$ cat config.mk
export PLATFORM = sky130hd
export DESIGN_NAME = lcb_srv_mem
export DESIGN_NICKNAME = d
export VERILOG_FILES = /design/src/sv/lcb_pkg.sv /design/src/sv/lcb_srv_mem.sv
export SDC_FILE = /design/constraint.sdc
export NUM_CORES = 1
export LEC_CHECK = 0
export BUFFER_PORTS_ARGS = -buffer_cell sky130_fd_sc_hd__buf_4
export CAP_MARGIN = 20
export CORE_ASPECT_RATIO = 0.6
export CORE_UTILIZATION = 45
export DETAILED_ROUTE_END_ITERATION = 16
export PLACE_DENSITY = 0.66
export SYNTH_ARGS = -nofsm -noshare
export SYNTH_HDL_FRONTEND = slang
export SYNTH_SLANG_ARGS = --single-unit
$ cat constraint.sdc
create_clock -name clock -period 5.86 [get_ports clock]
set_input_delay 0.293 -clock clock [delete_from_list [all_inputs] [get_ports clock]]
set_output_delay 0.293 -clock clock [all_outputs]
set_load 0.02 [all_outputs]
$ cat src/sv/lcb_pkg.sv
package lcb_pkg;

   localparam int REALS_DEF = 16;
   localparam int BUCKETS_DEF = 1024;
   localparam int WAYS_DEF = 4;

   localparam int KIND_W = 3;
   localparam int SLOT_W = 4;
   localparam int IP_W = 32;
   localparam int GRP_W = 16;
   localparam int CONN_W = 16;
   localparam int AGE_W = 16;
   localparam int RCNT_W = 5;
   localparam int TICK_W = 32;
   localparam int STAT_W = 2;
   localparam int CSR_IDX_W = 2;

   localparam logic [KIND_W-1:0] KIND_LOAD = 3'd0;
   localparam logic [KIND_W-1:0] KIND_BAL = 3'd1;
   localparam logic [KIND_W-1:0] KIND_OPEN = 3'd2;
   localparam logic [KIND_W-1:0] KIND_CLOSE = 3'd3;
   localparam logic [KIND_W-1:0] KIND_TICK = 3'd4;

   localparam logic [STAT_W-1:0] ST_OK = 2'd0;
   localparam logic [STAT_W-1:0] ST_HIT = 2'd1;
   localparam logic [STAT_W-1:0] ST_NOSRV = 2'd2;
   localparam logic [STAT_W-1:0] ST_FULL = 2'd3;

   localparam logic [CSR_IDX_W-1:0] CSR_STICKY = 2'd0;
   localparam logic [CSR_IDX_W-1:0] CSR_AGE = 2'd1;
   localparam logic [CSR_IDX_W-1:0] CSR_RCNT = 2'd2;

   typedef enum logic [3:0] {
      S_CLEAR, S_IDLE, S_FIND, S_CONN, S_AFF, S_LEAST, S_INS, S_DFIND, S_DONE
   } state_type;

   typedef struct packed {
      logic sticky;
      logic [AGE_W-1:0] age;
      logic [RCNT_W-1:0] rcnt;
   } cfg_type;

endpackage

$ cat src/sv/lcb_srv_mem.sv
module lcb_srv_mem #(
   parameter int REALS = lcb_pkg::REALS_DEF,
   parameter int RW = (REALS > 1) ? $clog2(REALS) : 1
) (
   input  logic clock,
   input  logic we,
   input  logic [RW-1:0] waddr,
   input  logic [lcb_pkg::IP_W+lcb_pkg::GRP_W+lcb_pkg::CONN_W-1:0] wdata,
   input  logic [RW-1:0] raddr,
   output logic [lcb_pkg::IP_W+lcb_pkg::GRP_W+lcb_pkg::CONN_W-1:0] rdata
);
   import lcb_pkg::*;
   logic [IP_W+GRP_W+CONN_W-1:0] mem [REALS];

   always_ff @(posedge clock) begin
      if (we) begin
         mem[waddr] <= wdata;
      end
      rdata <= mem[raddr];
   end
endmodule

==> impl_metrics.tcl <==
set metrics [dict create \
    grt_pass1_wl_um 124000 \
    first_pass_iters 5 \
    drv_cap 0 \
    hold_class "input port to flip-flop" \
    min-delay-start "waddr[0]" \
    grt_usage_pct 19.2 \
    synth.area.top_cells "edfxtp_1, mux4_2, dfxtp_1, a22oi_1, nand2_1" \
    peakVddDrop_uv 240 \
    finalHoldViolCount 0 \
    worstPathMaxFanout 40 \
    port_buffers 137 \
    ys_seq_area_share_pct 80.9 \
    dieHeight_um 232 \
    synthCells 1647 \
    post_cts_buffers 0 \
    grt_max_degree 103 \
    path_cells "buf_4, or3b_2, nor2_4, buf_4" \
    r2r_end "rdata[13]$_DFF_P_" \
    synth_area_mm2 0.0396 \
    worstPathBufferInverterCount 2 \
    synth_edf_count 1024 \
    fin_ws_ns 3.63 \
    powerDensity_mw_per_mm2 351 \
    area.growth.synth_to_final_pct 16.3 \
    yosys_warnings 0 \
    synth_nets 1721 \
    r2r_cells 3 \
    dp_slack_ns 2.90 \
    ys.flop_type "edfxtp_1" \
    clk_path_buf_depth 3 \
    tns_ns 0 \
    holdPathStages 3 \
    fmax_mhz 448 \
    gp_congestion 0.706 \
    ioPinCount 138 \
    drtIter0Drc 1891 \
    synth_top_area_cell "edfxtp_1" \
    antenna_left 0 \
    async_flop_share_pct 0 \
    vias_per_cell 5.76 \
    reg2reg_slack_ns 4.45 \
    std_cell_rows 83 \
    post_drt_wl_per_cell_um 26.8 \
    finalSetupViolations 0 \
    cts_tree "built" \
    cp_top_family "simple AND/OR/NAND/NOR gates" \
    fin_crit_ns 2.23 \
    critPathCaptureType "flip-flop" \
    diodes 0 \
    grt_pass1_vias 18500 \
    cpMaxStageDelayCell "buf_4" \
    die-area_mm2 0.0892 \
    cp_common_cell "buf_4" \
    worst-slew-pin-transition_ns 0.931 \
    via_count 18000 \
    syn_avg_cell_area_um2 24.0 \
    drc 0 \
    worstHoldEndpoint "mem[0][35]$_DFFE_PP_" \
    max_stage_delay_ns 0.72 \
    cts_sinks 1088 \
    ctsHtreeMaxLevel 3 \
    cp.arrival_ns 2.49 \
    yosysMostFrequentCell "edfxtp_1" \
    yosys.area.top_type_share_pct 77.7 \
    cts_buffers 94 \
    p_leak_nw 14.8 \
    grt-ovfl-total 0 \
    final_nets 1981 \
    outcome "finished, final reports clean" \
    ys_ff_latch 1088 \
    wl_um 84000 \
    die-width_um 385 \
    cts_resized 0 \
    finClkSkew_ns 0.0276 \
    antenna_found_initial 4 \
    clock-root-buffer "clkbuf_16" \
    initial_core_util_pct 45.9 \
    yosys-top-cells-count "edfxtp_1, mux4_2, a22oi_1, nand2_1, dfxtp_1" \
    critPathRequiredTime_ns 6.12 \
    finalCritPeriodShare_pct 38.1 \
    finalMaxSlewViolations 0 \
    dpl.hpwl_um 42800 \
    path_clk_slew_ns 0.06 \
    drive_gt1_share_pct 30.4 \
    clk_latency_ns 0.65 \
    critical_path_class "input port to flip-flop" \
    slew_headroom_pct 38.0 \
    rsz0062_at_grt "no" \
    ctsHoldBuffers 64 \
    synth.distinct_cells 18 \
    startpoint_type "input port" \
    r2r-start "mem[1][13]$_DFFE_PP_" \
    coreArea_mm2 0.0863 \
]
## cells by family (layout without fill, tap and decap cells)
group | Yosys count | after routing | synth area share [%]
buf+inv | 84 | 421 | 1.14
simple gates | 91 | 91 | 0.942
compound gates | 128 | 128 | 2.43
mux | 256 | 256 | 14.6
flops | 1088 | 1088 | 80.9
## registers in the layout (all words and copies together) (netlist names)
| name | cells |
|---|---|
| mem | 1024 |
| rdata | 64 |
## how the worst max path moves through the flow
stage	from	endpoint	slack, ns	cells past startpoint
detailed placement	waddr[2]	mem[1][57]$_DFFE_PP_	2.90	4
floorplan	waddr[2]	mem[0][0]$_DFFE_PP_	0.14	2
CTS	waddr[2]	mem[1][8]$_DFFE_PP_	3.58	4
finish	waddr[2]	mem[1][12]$_DFFE_PP_	3.63	4
global route	waddr[2]	mem[1][8]$_DFFE_PP_	3.53	4
global placement	waddr[2]	mem[1][61]$_DFFE_PP_	2.91	4
## tightest hold or removal path, delay by kind of cell
| family | cells | cell delay (ns) |
|---|---|---|
| AND/OR/NAND/NOR | 1 | 0.05 |
| buffers and inverters | 2 | 0.39 |
## per-layer routing
layer  up-vias  routed length (µm)  global-route usage [%]
met5         -                  51                       0
met4         8                1230                    3.58
met3        97                7000                    4.23
met2       718               38000                    28.4
met1      9620               37800                    29.5
li1       7576                   -                       -
## final cells by class
type / instances / area (µm²)
multi-input combinational: 475 / 7230
tap: 1147 / 1440
clock buffer: 125 / 2660
timing repair buffer: 248 / 2060
sequential: 1088 / 32000
clock inverter: 48 / 608
fill: 6414 / 40300
## per-stage QoR
step,util (%),power [mW],hold WS (ns),area (µm²),cells
global placement,48.8,9.75,0.581,42100,2894
finish,53.3,16.1,0.309,46000,3131
CTS,53.3,16.3,0.276,46000,3131
detailed placement,48.8,9.77,0.592,42100,2894
floorplan,-,9.39,0.392,39600,1647
global route,53.3,16.6,0.290,46000,3131
## where the power goes
group | internal (mW) | total [mW] | switching, mW | leakage [nW]
Clock | 3.81 | 6.51 | 2.71 | 1.60
Combinational | 0.372 | 0.873 | 0.501 | 3.40
Sequential | 8.70 | 8.76 | 0.0631 | 9.79
## layout by cell type, fill, tap and decap left out
cell type      synthesis  routed
clkbuf_16              0      96
dfxtp_1               64      64
clkinvlp_4             0       2
nand3b_1               2       2
nor2b_4                0       2
mux4_2               256     256
nand2_1               65      65
or3b_2                 1       1
nor2_4                 0      13
buf_4                  6     180
clkinv_8               0       3
nor3_2                 0       4
edfxtp_1            1024    1024
a22oi_1              128     128
nand3_1                1       1
nand2b_1               2       2
buf_12                 0       2
buf_8                  0       2
clkinv_1               0      17
clkbuf_8               0      15
clkinv_2               0      12
clkbuf_1              36      14
bufinv_16              0      14
and2_4                 0       1
dlygate4sd3_1          0      64
Note: power is estimated with default switching activity, not from simulation.
